## src/design/sfc_pkg.sv

```systemverilog
`default_nettype none
package sfc_pkg;

   localparam int NUM_SLOTS_DEF = 6;
   localparam int MAX_PAYLOAD   = 4;

   // status codes
   localparam logic [2:0] ST_STORED  = 3'd0;
   localparam logic [2:0] ST_BAD_LEN = 3'd1;
   localparam logic [2:0] ST_BAD_SUM = 3'd2;
   localparam logic [2:0] ST_BAD_ID  = 3'd3;
   localparam logic [2:0] ST_SHORT   = 3'd4;

   // source ports
   localparam logic [1:0] SRC_LEFT  = 2'd0;
   localparam logic [1:0] SRC_RIGHT = 2'd1;
   localparam logic [1:0] SRC_PROBE = 2'd2;

   // csr indexes
   localparam logic [2:0] CSR_LEFT_SLOT    = 3'd0;
   localparam logic [2:0] CSR_RIGHT_SLOT   = 3'd1;
   localparam logic [2:0] CSR_PROBE_FIRST  = 3'd2;
   localparam logic [2:0] CSR_PROBE_SECOND = 3'd3;
   localparam logic [2:0] CSR_PROBE_THIRD  = 3'd4;
   localparam logic [2:0] CSR_PROBE_FOURTH = 3'd5;

   localparam int NUM_PROBES = 4;
   localparam int TEMP_W     = 13;

   typedef struct packed {
      logic [2:0]  status;
      logic [2:0]  slot;
      logic [15:0] object_raw;
      logic [15:0] ambient_raw;
   } verdict_type;

   // x / 10 for 16-bit x: reciprocal 0xCCCD scaled by 2^19, exact over the full range
   function automatic logic [TEMP_W-1:0] div10(input logic [15:0] x);
      logic [32:0] prod;
      prod = {17'd0, x} * 33'd52429;
      return prod[31:19];
   endfunction

endpackage
`default_nettype wire

```

## src/design/sfc_req_if.sv

```systemverilog
`default_nettype none
interface sfc_req_if;
   logic       valid;
   logic       ready;
   logic [7:0] frame_byte;
   logic [1:0] src_port;
   logic       last_byte;

   modport source (output valid, output frame_byte, output src_port, output last_byte,
                   input ready);
   modport sink (input valid, input frame_byte, input src_port, input last_byte,
                 output ready);
endinterface
`default_nettype wire

```

## src/design/sfc_rsp_if.sv

```systemverilog
`default_nettype none
interface sfc_rsp_if;
   logic        valid;
   logic        ready;
   logic [2:0]  status;
   logic [2:0]  slot;
   logic [12:0] object_temp;
   logic [12:0] ambient_temp;
   logic [12:0] body_temp;

   modport source (output valid, output status, output slot, output object_temp,
                   output ambient_temp, output body_temp, input ready);
   modport sink (input valid, input status, input slot, input object_temp,
                 input ambient_temp, input body_temp, output ready);
endinterface
`default_nettype wire

```

## src/design/sensor_frame_checksum_parser.sv

```systemverilog
// After its last byte is taken, a frame's result moves through the input register,
// parse/verdict register, divide register and output register.
// Throughput: one byte per cycle sustained; stalls only under rsp back-pressure.
// Reset: parser state and slot table cleared, slot/ID registers back to 1..6,
// pipeline emptied. No clearing pass; ready is low during reset, high as it drops.
`default_nettype none
module sensor_frame_checksum_parser #(
   parameter int NUM_SLOTS = sfc_pkg::NUM_SLOTS_DEF
) (
   input  wire logic       clock,
   input  wire logic       reset,
   input  wire logic       csr_we,
   input  wire logic [2:0] csr_index,
   input  wire logic [2:0] csr_wdata,
   sfc_req_if.sink         req_bus,
   sfc_rsp_if.source       rsp_bus
);

   // configuration
   logic [2:0] left_slot_ff;
   logic [2:0] right_slot_ff;
   logic [2:0] probe_id_ff [sfc_pkg::NUM_PROBES];

   always_ff @(posedge clock) begin
      if (reset) begin
         left_slot_ff   <= 3'd1;
         right_slot_ff  <= 3'd2;
         probe_id_ff[0] <= 3'd3;
         probe_id_ff[1] <= 3'd4;
         probe_id_ff[2] <= 3'd5;
         probe_id_ff[3] <= 3'd6;
      end else if (csr_we) begin
         case (csr_index)
            sfc_pkg::CSR_LEFT_SLOT:    left_slot_ff   <= csr_wdata;
            sfc_pkg::CSR_RIGHT_SLOT:   right_slot_ff  <= csr_wdata;
            sfc_pkg::CSR_PROBE_FIRST:  probe_id_ff[0] <= csr_wdata;
            sfc_pkg::CSR_PROBE_SECOND: probe_id_ff[1] <= csr_wdata;
            sfc_pkg::CSR_PROBE_THIRD:  probe_id_ff[2] <= csr_wdata;
            sfc_pkg::CSR_PROBE_FOURTH: probe_id_ff[3] <= csr_wdata;
            default: ;
         endcase
      end
   end

   // input register
   logic       in_valid_ff;
   logic [7:0] in_byte_ff;
   logic [1:0] in_src_ff;
   logic       in_last_ff;

   logic in_proc;
   logic in_free;
   logic verdict_free;
   logic verdict_ready;

   logic                 verdict_valid_ff;
   sfc_pkg::verdict_type verdict_ff;
   sfc_pkg::verdict_type verdict_in;

   assign verdict_free  = !verdict_valid_ff || verdict_ready;
   assign in_proc       = in_valid_ff && (!in_last_ff || verdict_free);
   assign in_free       = !in_valid_ff || in_proc;
   assign req_bus.ready = in_free && !reset;

   always_ff @(posedge clock) begin
      if (reset) begin
         in_valid_ff <= 1'b0;
      end else if (req_bus.valid && in_free) begin
         in_valid_ff <= 1'b1;
      end else if (in_proc) begin
         in_valid_ff <= 1'b0;
      end
   end

   always_ff @(posedge clock) begin
      if (req_bus.valid && in_free) begin
         in_byte_ff <= req_bus.frame_byte;
         in_src_ff  <= req_bus.src_port;
         in_last_ff <= req_bus.last_byte;
      end
   end

   // parser state
   logic [3:0]  pos_ff, pos_in, pos_upd;
   logic [7:0]  sum_ff, sum_in, sum_upd;
   logic [7:0]  len_ff, len_upd;
   logic [15:0] obj_raw_ff, obj_upd;
   logic [15:0] amb_raw_ff, amb_upd;
   logic [7:0]  chk_ff, chk_upd;
   logic [7:0]  id_ff, id_upd;
   logic [8:0]  len_plus4;

   assign len_plus4 = {1'b0, len_ff} + 9'd4;

   always_comb begin
      sum_upd = sum_ff;
      len_upd = len_ff;
      obj_upd = obj_raw_ff;
      amb_upd = amb_raw_ff;
      chk_upd = chk_ff;
      id_upd  = id_ff;
      if (pos_ff < 4'd4 || {5'd0, pos_ff} < len_plus4) sum_upd = sum_ff + in_byte_ff;
      case (pos_ff)
         4'd3: len_upd = in_byte_ff;
         4'd4: obj_upd[15:8] = in_byte_ff;
         4'd5: obj_upd[7:0]  = in_byte_ff;
         4'd6: amb_upd[15:8] = in_byte_ff;
         4'd7: amb_upd[7:0]  = in_byte_ff;
         default: ;
      endcase
      if (pos_ff >= 4'd4 && {5'd0, pos_ff} == len_plus4) chk_upd = in_byte_ff;
      if (pos_ff >= 4'd5 && {5'd0, pos_ff} == len_plus4 + 9'd1) id_upd = in_byte_ff;
      pos_upd = (pos_ff == 4'hF) ? pos_ff : pos_ff + 4'd1;
      // a marked last byte restarts the frame
      pos_in = in_last_ff ? 4'd0 : pos_upd;
      sum_in = in_last_ff ? 8'd0 : sum_upd;
   end

   // frame verdict from the state as it stands after this byte
   always_comb begin
      logic [8:0] need;
      logic [2:0] slot_sel;
      logic       slot_ok;
      need     = {1'b0, len_upd} + ((in_src_ff == sfc_pkg::SRC_PROBE) ? 9'd6 : 9'd5);
      slot_sel = 3'd0;
      slot_ok  = 1'b0;
      if (need < 9'd8) need = 9'd8;
      verdict_in.status      = sfc_pkg::ST_STORED;
      verdict_in.object_raw  = obj_upd;
      verdict_in.ambient_raw = amb_upd;
      if (pos_upd < 4'd4) begin
         verdict_in.status = sfc_pkg::ST_SHORT;
      end else if (len_upd > 8'(sfc_pkg::MAX_PAYLOAD)) begin
         verdict_in.status = sfc_pkg::ST_BAD_LEN;
      end else if ({5'd0, pos_upd} < need) begin
         verdict_in.status = sfc_pkg::ST_SHORT;
      end else if (sum_upd != chk_upd) begin
         verdict_in.status = sfc_pkg::ST_BAD_SUM;
      end else begin
         case (in_src_ff)
            sfc_pkg::SRC_LEFT: begin
               slot_sel = left_slot_ff;
               slot_ok  = 1'b1;
            end
            sfc_pkg::SRC_RIGHT: begin
               slot_sel = right_slot_ff;
               slot_ok  = 1'b1;
            end
            sfc_pkg::SRC_PROBE: begin
               // scan backward so the first matching ID wins
               for (int k = sfc_pkg::NUM_PROBES - 1; k >= 0; k--) begin
                  if (id_upd == {5'd0, probe_id_ff[k]}) begin
                     slot_sel = probe_id_ff[k];
                     slot_ok  = 1'b1;
                  end
               end
            end
            default: slot_ok = 1'b0;
         endcase
         if (!slot_ok || slot_sel == 3'd0 || int'(slot_sel) > NUM_SLOTS) begin
            verdict_in.status = sfc_pkg::ST_BAD_ID;
         end
      end
      verdict_in.slot = (verdict_in.status == sfc_pkg::ST_STORED) ? slot_sel : 3'd0;
   end

   always_ff @(posedge clock) begin
      if (reset) begin
         pos_ff     <= '0;
         sum_ff     <= '0;
         len_ff     <= '0;
         obj_raw_ff <= '0;
         amb_raw_ff <= '0;
         chk_ff     <= '0;
         id_ff      <= '0;
      end else if (in_proc) begin
         pos_ff     <= pos_in;
         sum_ff     <= sum_in;
         len_ff     <= len_upd;
         obj_raw_ff <= obj_upd;
         amb_raw_ff <= amb_upd;
         chk_ff     <= chk_upd;
         id_ff      <= id_upd;
      end
   end

   always_ff @(posedge clock) begin
      if (reset) begin
         verdict_valid_ff <= 1'b0;
      end else if (in_proc && in_last_ff) begin
         verdict_valid_ff <= 1'b1;
      end else if (verdict_ready) begin
         verdict_valid_ff <= 1'b0;
      end
   end

   always_ff @(posedge clock) begin
      if (in_proc && in_last_ff) verdict_ff <= verdict_in;
   end

   sfc_store #(
      .NUM_SLOTS (NUM_SLOTS)
   ) u_store (
      .clock         (clock),
      .reset         (reset),
      .verdict_valid (verdict_valid_ff),
      .verdict       (verdict_ff),
      .verdict_ready (verdict_ready),
      .rsp_bus       (rsp_bus)
   );

endmodule
`default_nettype wire

```

## src/design/sfc_store.sv

```systemverilog
`default_nettype none
module sfc_store #(
   parameter int NUM_SLOTS = sfc_pkg::NUM_SLOTS_DEF
) (
   input  wire logic                clock,
   input  wire logic                reset,
   input  wire logic                verdict_valid,
   input  wire sfc_pkg::verdict_type verdict,
   output logic                     verdict_ready,
   sfc_rsp_if.source                rsp_bus
);

   localparam int TW = sfc_pkg::TEMP_W;

   // quotient stage
   logic          q_valid_ff;
   logic [2:0]    q_status_ff;
   logic [2:0]    q_slot_ff;
   logic [TW-1:0] q_obj_ff;
   logic [TW-1:0] q_amb_ff;

   // output register
   logic          rsp_valid_ff;
   logic [2:0]    rsp_status_ff;
   logic [2:0]    rsp_slot_ff;
   logic [TW-1:0] rsp_obj_ff;
   logic [TW-1:0] rsp_amb_ff;
   logic [TW-1:0] rsp_body_ff;

   logic [TW-1:0] obj_tab_ff [NUM_SLOTS];

   logic          out_free;
   logic          q_take;
   logic          stored;
   logic [TW-1:0] body_in;

   assign out_free      = !rsp_valid_ff || rsp_bus.ready;
   assign verdict_ready = !q_valid_ff || out_free;
   assign q_take        = q_valid_ff && out_free;
   assign stored        = (q_status_ff == sfc_pkg::ST_STORED);

   // max over the table with this transaction's write folded in
   always_comb begin
      logic [TW-1:0] cand;
      body_in = '0;
      for (int k = 0; k < NUM_SLOTS; k++) begin
         cand = obj_tab_ff[k];
         if (stored && int'(q_slot_ff) == k + 1) cand = q_obj_ff;
         if (cand > body_in) body_in = cand;
      end
   end

   always_ff @(posedge clock) begin
      if (reset) begin
         q_valid_ff <= 1'b0;
      end else if (verdict_valid && verdict_ready) begin
         q_valid_ff <= 1'b1;
      end else if (q_take) begin
         q_valid_ff <= 1'b0;
      end
   end

   always_ff @(posedge clock) begin
      if (verdict_valid && verdict_ready) begin
         q_status_ff <= verdict.status;
         q_slot_ff   <= verdict.slot;
         q_obj_ff    <= sfc_pkg::div10(verdict.object_raw);
         q_amb_ff    <= sfc_pkg::div10(verdict.ambient_raw);
      end
   end

   always_ff @(posedge clock) begin
      if (reset) begin
         for (int k = 0; k < NUM_SLOTS; k++) obj_tab_ff[k] <= '0;
      end else if (q_take && stored) begin
         for (int k = 0; k < NUM_SLOTS; k++) begin
            if (int'(q_slot_ff) == k + 1) obj_tab_ff[k] <= q_obj_ff;
         end
      end
   end

   always_ff @(posedge clock) begin
      if (reset) begin
         rsp_valid_ff <= 1'b0;
      end else if (q_take) begin
         rsp_valid_ff <= 1'b1;
      end else if (rsp_bus.ready) begin
         rsp_valid_ff <= 1'b0;
      end
   end

   always_ff @(posedge clock) begin
      if (q_take) begin
         rsp_status_ff <= q_status_ff;
         rsp_slot_ff   <= stored ? q_slot_ff : 3'd0;
         rsp_obj_ff    <= stored ? q_obj_ff : '0;
         rsp_amb_ff    <= stored ? q_amb_ff : '0;
         rsp_body_ff   <= body_in;
      end
   end

   assign rsp_bus.valid        = rsp_valid_ff;
   assign rsp_bus.status       = rsp_status_ff;
   assign rsp_bus.slot         = rsp_slot_ff;
   assign rsp_bus.object_temp  = rsp_obj_ff;
   assign rsp_bus.ambient_temp = rsp_amb_ff;
   assign rsp_bus.body_temp    = rsp_body_ff;

endmodule
`default_nettype wire

```

## src/flat_wrapper.sv

```systemverilog
// flat-port wrapper written by rule: the top's interface ports become plain ports
module sensor_frame_checksum_parser_flat 
#(
   parameter int NUM_SLOTS = sfc_pkg::NUM_SLOTS_DEF
)
  (clock, reset, csr_we, csr_index, csr_wdata, req_bus_valid, req_bus_frame_byte, req_bus_src_port, req_bus_last_byte, req_bus_ready, rsp_bus_valid, rsp_bus_status, rsp_bus_slot, rsp_bus_object_temp, rsp_bus_ambient_temp, rsp_bus_body_temp, rsp_bus_ready);
  sfc_req_if req_bus_i ();
  sfc_rsp_if rsp_bus_i ();
  input  wire logic clock;
  input  wire logic reset;
  input  wire logic csr_we;
  input  wire logic [2:0] csr_index;
  input  wire logic [2:0] csr_wdata;
  input wire logic [$bits(req_bus_i.valid)-1:0] req_bus_valid;
  input wire logic [$bits(req_bus_i.frame_byte)-1:0] req_bus_frame_byte;
  input wire logic [$bits(req_bus_i.src_port)-1:0] req_bus_src_port;
  input wire logic [$bits(req_bus_i.last_byte)-1:0] req_bus_last_byte;
  output wire logic [$bits(req_bus_i.ready)-1:0] req_bus_ready;
  output wire logic [$bits(rsp_bus_i.valid)-1:0] rsp_bus_valid;
  output wire logic [$bits(rsp_bus_i.status)-1:0] rsp_bus_status;
  output wire logic [$bits(rsp_bus_i.slot)-1:0] rsp_bus_slot;
  output wire logic [$bits(rsp_bus_i.object_temp)-1:0] rsp_bus_object_temp;
  output wire logic [$bits(rsp_bus_i.ambient_temp)-1:0] rsp_bus_ambient_temp;
  output wire logic [$bits(rsp_bus_i.body_temp)-1:0] rsp_bus_body_temp;
  input wire logic [$bits(rsp_bus_i.ready)-1:0] rsp_bus_ready;
  assign req_bus_i.valid = req_bus_valid;
  assign req_bus_i.frame_byte = req_bus_frame_byte;
  assign req_bus_i.src_port = req_bus_src_port;
  assign req_bus_i.last_byte = req_bus_last_byte;
  assign req_bus_ready = req_bus_i.ready;
  assign rsp_bus_valid = rsp_bus_i.valid;
  assign rsp_bus_status = rsp_bus_i.status;
  assign rsp_bus_slot = rsp_bus_i.slot;
  assign rsp_bus_object_temp = rsp_bus_i.object_temp;
  assign rsp_bus_ambient_temp = rsp_bus_i.ambient_temp;
  assign rsp_bus_body_temp = rsp_bus_i.body_temp;
  assign rsp_bus_i.ready = rsp_bus_ready;
  sensor_frame_checksum_parser #(.NUM_SLOTS(NUM_SLOTS)) u_core (.clock(clock), .reset(reset), .csr_we(csr_we), .csr_index(csr_index), .csr_wdata(csr_wdata), .req_bus(req_bus_i), .rsp_bus(rsp_bus_i));
endmodule
```

## config.mk

```make
export PLATFORM = sky130hd
export DESIGN_NAME = sensor_frame_checksum_parser_flat
export DESIGN_NICKNAME = d
export VERILOG_FILES = /design/src/design/sfc_pkg.sv /design/src/design/sfc_req_if.sv /design/src/design/sfc_rsp_if.sv /design/src/design/sensor_frame_checksum_parser.sv /design/src/design/sfc_store.sv /design/src/flat_wrapper.sv
export SDC_FILE = /design/constraint.sdc
export NUM_CORES = 1
export LEC_CHECK = 0
export BUFFER_PORTS_ARGS = -buffer_cell sky130_fd_sc_hd__buf_2
export CORE_MARGIN = 5
export CORE_UTILIZATION = 25
export DETAILED_ROUTE_END_ITERATION = 8
export GPL_TIMING_DRIVEN = 1
export SLEW_MARGIN = 10
export SYNTH_ARGS = -nofsm -noshare
export SYNTH_HDL_FRONTEND = slang
export SYNTH_SLANG_ARGS = --single-unit
```

## constraint.sdc

```tcl
create_clock -name clock -period 14.6 [get_ports clock]
set_input_delay 2.92 -clock clock [delete_from_list [all_inputs] [get_ports clock]]
set_output_delay 2.92 -clock clock [all_outputs]
set_load 0.02 [all_outputs]
```

; Word-level counts from Yosys, hierarchy flattened
; Memory sizes are Yosys's and may differ from the RTL's.
; Index checks and enable logic that the tools add are counted.
; W data, S select, Z words.
[totals]
output_inout_bits = 47
ramBits = 90
input_bits = 22
word_cells = 241
memories = 2
regBits = 204
[op_classes]
n_lt_le_gt_ge = 15
mul = 2
mux = 108
n_eq_ne = 26
n_reduce_logical = 43
bitwise_logic = 11
add_sub_neg = 5
[mem_list]
columns = name, depth, word_bits, read_ports, rd_clocked_by_memory_dff, write_ports, line_no
row1 = u_core.u_store.obj_tab_ff, 6, 13, 6, 0, 6, sfc_store.sv:30  ; logic [TW-1:0] obj_tab_ff [NUM_SLOTS];
row2 = u_core.probe_id_ff, 4, 3, 4, 0, 4, sensor_frame_checksum_parser.sv:22  ; logic [2:0] probe_id_ff [sfc_pkg::NUM_PROBES];
[op_table]
columns = operator, count
row1 = $mux W13, 18
row2 = $mux W8, 9
row3 = $gt A13 B13 Y1, 5
row4 = $mul A16 B16 Y32 const B, 2
row5 = $mux W1, 58
row6 = $mux W3, 16
row7 = $eq A8 B3 Y1, 4
row8 = $eq A3 B3 Y1 const B, 6
row9 = $eq A4 B9 Y1, 2
row10 = $lt A4 B9 Y1, 2
row11 = $eq A4 B3 Y1 const B, 4
row12 = $logic_and A1 B1 Y1, 15
row13 = $gt A13 B1 Y1 const B, 1
row14 = $eq A3 B2 Y1 const B, 4
row15 = $logic_not A3 Y1, 4
row16 = $or A1 B1 Y1, 10
row17 = $add A8 B3 Y9 const B, 1
row18 = $add A8 B9 Y9, 1
row19 = $add A9 B1 Y9 const B, 1
row20 = $lt A9 B4 Y1 const B, 1
row21 = $mux W9, 1
row22 = $pmux W3 S3, 1
row23 = $add A8 B8 Y8, 1
row24 = $ge A4 B3 Y1 const B, 2
row25 = other kinds (21), 41

; Logic depth before layout (Yosys ltp)
[logic_depth]
depth_word = 26
mapped_depth = 66
ltp_nobuf = 61

; By module
; Synthesis repeated with hierarchy kept, for this count alone.
[hier_totals]
hier_cells = 2302
hier_area_um2 = 24777.5
[by_module_without_submodules]
columns = module, seq_area_each_um2, instances, area_each_um2, cells_per_inst
row1 = sfc_store, 4694.5, 1, 17748.3, 1604
row2 = sensor_frame_checksum_parser, 3353.2, 1, 7029.2, 698

; Worst setup path before layout
; No wires, ideal clock.
[synth_path]
path_kind = reg2reg
start = register u_core.u_store.q_status_ff[1]
end = register u_core.u_store.rsp_body_ff[5], in the netlist u_core.u_store.rsp_bus.body_temp[5], data pin
n_path_buf = 8
synth_period_minus_slack_ns = 12.344
stages_incl_launch_ff = 65
t_required_ns = 14.342
arrival_time_ns = 12.086
setup_time_ns = 0.258
path_slack_ns = 2.256
path_cell_list = edfxtp_1 -> nor3_1 -> nand2_1 -> or3_1 -> clkbuf_1 -> buf_1 -> mux2i_1 -> ha_1 -> nor2b_1 -> o21a_1 -> o21a_1 -> o21ai_0 -> a21oi_1 -> o211ai_1 -> clkbuf_1 -> a21oi_1 -> a31o_2 -> ha_1 -> [... 29 more ...] -> o211ai_1 -> a21oi_1 -> clkbuf_1 -> clkbuf_1 -> o21a_1 -> ha_1 -> nor2b_1 -> o21a_1 -> o21a_1 -> o21ai_0 -> a21oi_1 -> o31a_1 -> o21a_1 -> o211ai_1 -> a21o_1 -> nand2b_1 -> clkbuf_1 -> o221a_2
[synth_via]
elab_chain_len = 15
elab_cells_between_ends = 25
classes_between = order compare (6) / mux (12) / reduce/logical (7)
[synth_rtl]
columns = item, line_no
row1 = "start, declared", sfc_store.sv:17  ; logic [2:0] q_status_ff;
row2 = "start signal, assigned", sfc_store.sv:65  ; q_status_ff <= verdict.status;
row3 = $logic_not A3 Y1 *, sfc_store.sv:40  ; assign stored = (q_status_ff == sfc_pkg::ST_STORED);
row4 = $logic_and A1 B1 Y1, sfc_store.sv:48  ; if (stored && int'(q_slot_ff) == k + 1) cand = q_obj_ff;
row5 = $mux W13, sfc_store.sv:48
row6 = $gt A13 B1 Y1, sfc_store.sv:49  ; if (cand > body_in) body_in = cand;
row7 = $mux W13, sfc_store.sv:49
row8 = $gt A13 B13 Y1, sfc_store.sv:49
row9 = $mux W13, sfc_store.sv:49
row10 = $gt A13 B13 Y1, sfc_store.sv:49
row11 = $mux W13, sfc_store.sv:49
row12 = $gt A13 B13 Y1, sfc_store.sv:49
row13 = $mux W13, sfc_store.sv:49
row14 = $gt A13 B13 Y1, sfc_store.sv:49
row15 = $mux W13, sfc_store.sv:49
row16 = $gt A13 B13 Y1, sfc_store.sv:49
row17 = $mux W13 *, sfc_store.sv:49
row18 = net u_core.u_store.body_in[5], sfc_store.sv:35  ; logic [TW-1:0] body_in;
row19 = "end signal, assigned", sfc_store.sv:98  ; rsp_body_ff <= body_in;
row20 = "end, declared", sfc_store.sv:28  ; logic [TW-1:0] rsp_body_ff;
; The timed path passes the listed nets; every way through them passes the cells marked *.
; A chain may end at the register's enable or synchronous reset.

; Worst setup path in the final report
[layout_path]
start = register u_core.u_store.q_status_ff[1]
end = register u_core.u_store.rsp_body_ff[7], in the netlist u_core.u_store.rsp_bus.body_temp[7], data pin
; The elaborated chain is that of the path after synthesis.

==> flow_summary.ini <==
[status]
status = finished clean

[floorplan]
dieArea_um2 = 104000
ioPinCount = 69
die-width_um = 323
die_height_um = 323
start_util_pct = 25.3
design.core.area_um2 = 96900
rows = 114

[cells_and_area]
final.fill_count = 10000
drive_above_1_share_pct = 10.5
utilization_pct = 28.2
final_nets = 2885
syn_to_final_growth_pct = 11.4

[synthesis]
synthTopCellsByArea = edfxtp_1 (27%), ha_1 (18%), fa_1 (13%), dfxtp_1 (6.4%), inv_1 (5.5%)
yosysSeqAreaShare_pct = 32.9
synth_common_cells = inv_1 (358), ha_1 (351), edfxtp_1 (216), fa_1 (164), nand2_1 (152)
syn_avg_cell_area_um2 = 10.6
syn_area_um2 = 24500
synth_async_sr_flop_share_pct = 0
syn_nets = 2844
synthDistinctLibCells = 67
synth_cells = 2307
yosysTopAreaCellShare_pct = 26.5
ys.flop_type = edfxtp_1
synth_edf_count = 216
ys_ff_latch = 294
synth.most_common_cell = inv_1
yosysTopAreaCell = edfxtp_1
yosys_warnings = 0

[worst_setup_path]
worstPathArrival_ns = 13.86
crit_slowest_cell = or3_1
worst-path-max-fanout = 30
critical_path_required_ns = 14.94
critPathMaxStageDelay_ns = 0.64
crit_top_cell = o21a_1
start_kind = register
worst-setup-path-type = reg2reg
cp-end-kind = register

[timing]
finalCritPeriodShare_pct = 92.6
tightest_slew_ns = 1.22
layout_min_cycle_time_ns = 13.52
finClkSkew_ns = 0.0153
rsz0062_at_grt = no
setup_tns_ns = 0
hold_violations = 0
setup_viol = 0
fmax_mhz = 74.0
drv_slew = 0
maxSlewHeadroom_pct = 18.2

[power_and_ir_drop]
intPower_mw = 1.86
p_leak_nw = 12.4
switching_share_pct = 33.4
powerDensity_nw_per_um2 = 102
ir_drop_uv = 89.9
combPwrFrac_pct = 35.8
clkPwrFrac_pct = 28.7
switchingPower_mw = 0.932
seq_power_share_pct = 35.6

[placed_design]
hpwl_um = 43900
numPortBuffers = 68
gp_congestion = 0.896

[clocking]
post_cts_buffers = 0
clkTransAtPathRegs_ns = 0.07
cts.sinks = 294
ctsHoldBuffers = 0
root_buffer = clkbuf_16
htreeDepth = 1
cts_buffer_depth = 3
cts_resized = 0
numCtsBuffers = 31
tritoncts = yes
clk_latency_ns = 0.58

[detailed_routing]
vias = 16100
routed_wl_um = 56000
ant_nets = 0
dr.first_iter.drc_count = 861
drtPass1Iterations = 4
drc_errors = 0
routedWlPerCell_um = 15.3
viasPerCell = 4.42

[global_routing]
grt_max_degree = 73
grt_pass1_wl_um = 90300
grt_usage_pct = 10.7
gr-total-overflow = 0
antenna_found_initial = 2
grt_pass1_vias = 16500

[hold_path]
hold_class = reg2reg

[job]
drv_cap = 0
state kept, by name, indices dropped and copies added (netlist names), 4 cells and up:
signal                               flops
u_core.probe_id_ff                      12
u_core.in_byte_ff                        8
u_core.obj_raw_ff                       16
u_core.u_store.obj_tab_ff               78
u_core.u_store.q_obj_ff                 13
u_core.id_ff                             8
u_core.chk_ff                            8
u_core.len_ff                            8
u_core.u_store.rsp_bus.body_temp        13
u_core.sum_ff                            8
u_core.amb_raw_ff                       16
u_core.u_store.q_amb_ff                 13
u_core.u_store.rsp_bus.ambient_temp     13
u_core.u_store.rsp_bus.object_temp      13
u_core.verdict_ff                       38
u_core.pos_ff                            4
power by group through the flow:
| stage | clock, mW | combinational, mW | sequential (mW) |
|---|---|---|---|
| global placement | 0 | 0.993 | 1.01 |
| floorplan | 0 | 0.763 | 0.988 |
| detailed placement | 0 | 1.00 | 1.01 |
| global route | 0.856 | 1.16 | 0.995 |
| finish | 0.799 | 0.998 | 0.992 |
| CTS | 0.821 | 1.01 | 0.992 |
per-layer routing:
metal	GRT usage (%)	part of all wire, %	wire length (µm)
met5	0	0.023	13
met4	1.53	1.4	760
met3	1.95	4.9	2750
met2	17.2	45	25000
met1	15.5	49	27400
metrics by stage:
step                std cells  setup WS, ns  hold slack, ns  cell area, µm²  power, mW
CTS                      3647          1.15           0.424           27300       2.83
global placement         3591          1.44           0.408           26200       2.00
detailed placement       3591          1.23           0.416           26200       2.01
floorplan                2307          2.26           0.400           24500       1.75
global route             3647        0.0982           0.458           27300       3.01
finish                   3648          1.08           0.434           27300       2.79
kinds of logic (layout without fill, tap and decap cells):
group / after synthesis / count (layout) / synth area share (%)
simple gates: 524 / 524 / 10.8
fa+ha+maj: 515 / 515 / 31.4
buf+inv: 436 / 500 / 6.79
compound gates: 304 / 304 / 8.36
flops: 294 / 294 / 32.9
mux: 179 / 179 / 7.75
xor+xnor: 55 / 55 / 2.02
other cells: 0 / 1 / 0
placed cells by master, fill, tap and decap left out, types with 31 or more instances in the layout:
master and instances:
inv_1 357, ha_1 351, edfxtp_1 216, fa_1 164, nand2_1 152, and2_1 121
a21oi_1 106, mux2i_1 98, nor2_1 82, mux2_2 80, dfxtp_1 78, buf_2 67
o21a_1 35, nor3_1 35, xnor2_1 35, clkbuf_16 32, o21ai_0 31
worst max-delay path, delay by kind of cell (launching register included):
| family | cells | cell delay (ns) |
|---|---|---|
| and+or+nand+nor | 9 | 1.99 |
| adders and majority gates | 5 | 1.45 |
| DFF | 1 | 0.40 |
| muxes | 4 | 1.32 |
| AOI/OAI and AO/OA | 37 | 7.21 |
| buffers and inverters | 4 | 0.90 |
worst paths after layout:
check	endpoint	cells after the start	slack, ns	from
max	u_core.u_store.rsp_bus.body_temp[7]	59	1.08	u_core.u_store.q_status_ff[1]
min	u_core.u_store.q_status_ff[1]	0	0.43	u_core.verdict_ff[36]
max reg2reg	u_core.u_store.rsp_bus.body_temp[7]	59	1.08	u_core.u_store.q_status_ff[1]
min reg2reg	u_core.u_store.q_status_ff[1]	0	0.43	u_core.verdict_ff[36]
area by class of cell:
class,instances,area [µm²],share of cell area (%)
sequential,294,8050,29.5
tap,1276,1600,5.85
inverter,358,1340,4.93
clock inverter,20,185,0.679
timing repair buffer,86,478,1.75
clock buffer,36,836,3.07
multi-input combinational,1577,14800,54.2
antenna,1,2.50,0.00918
No activity file was read; power rests on OpenSTA's default activity.
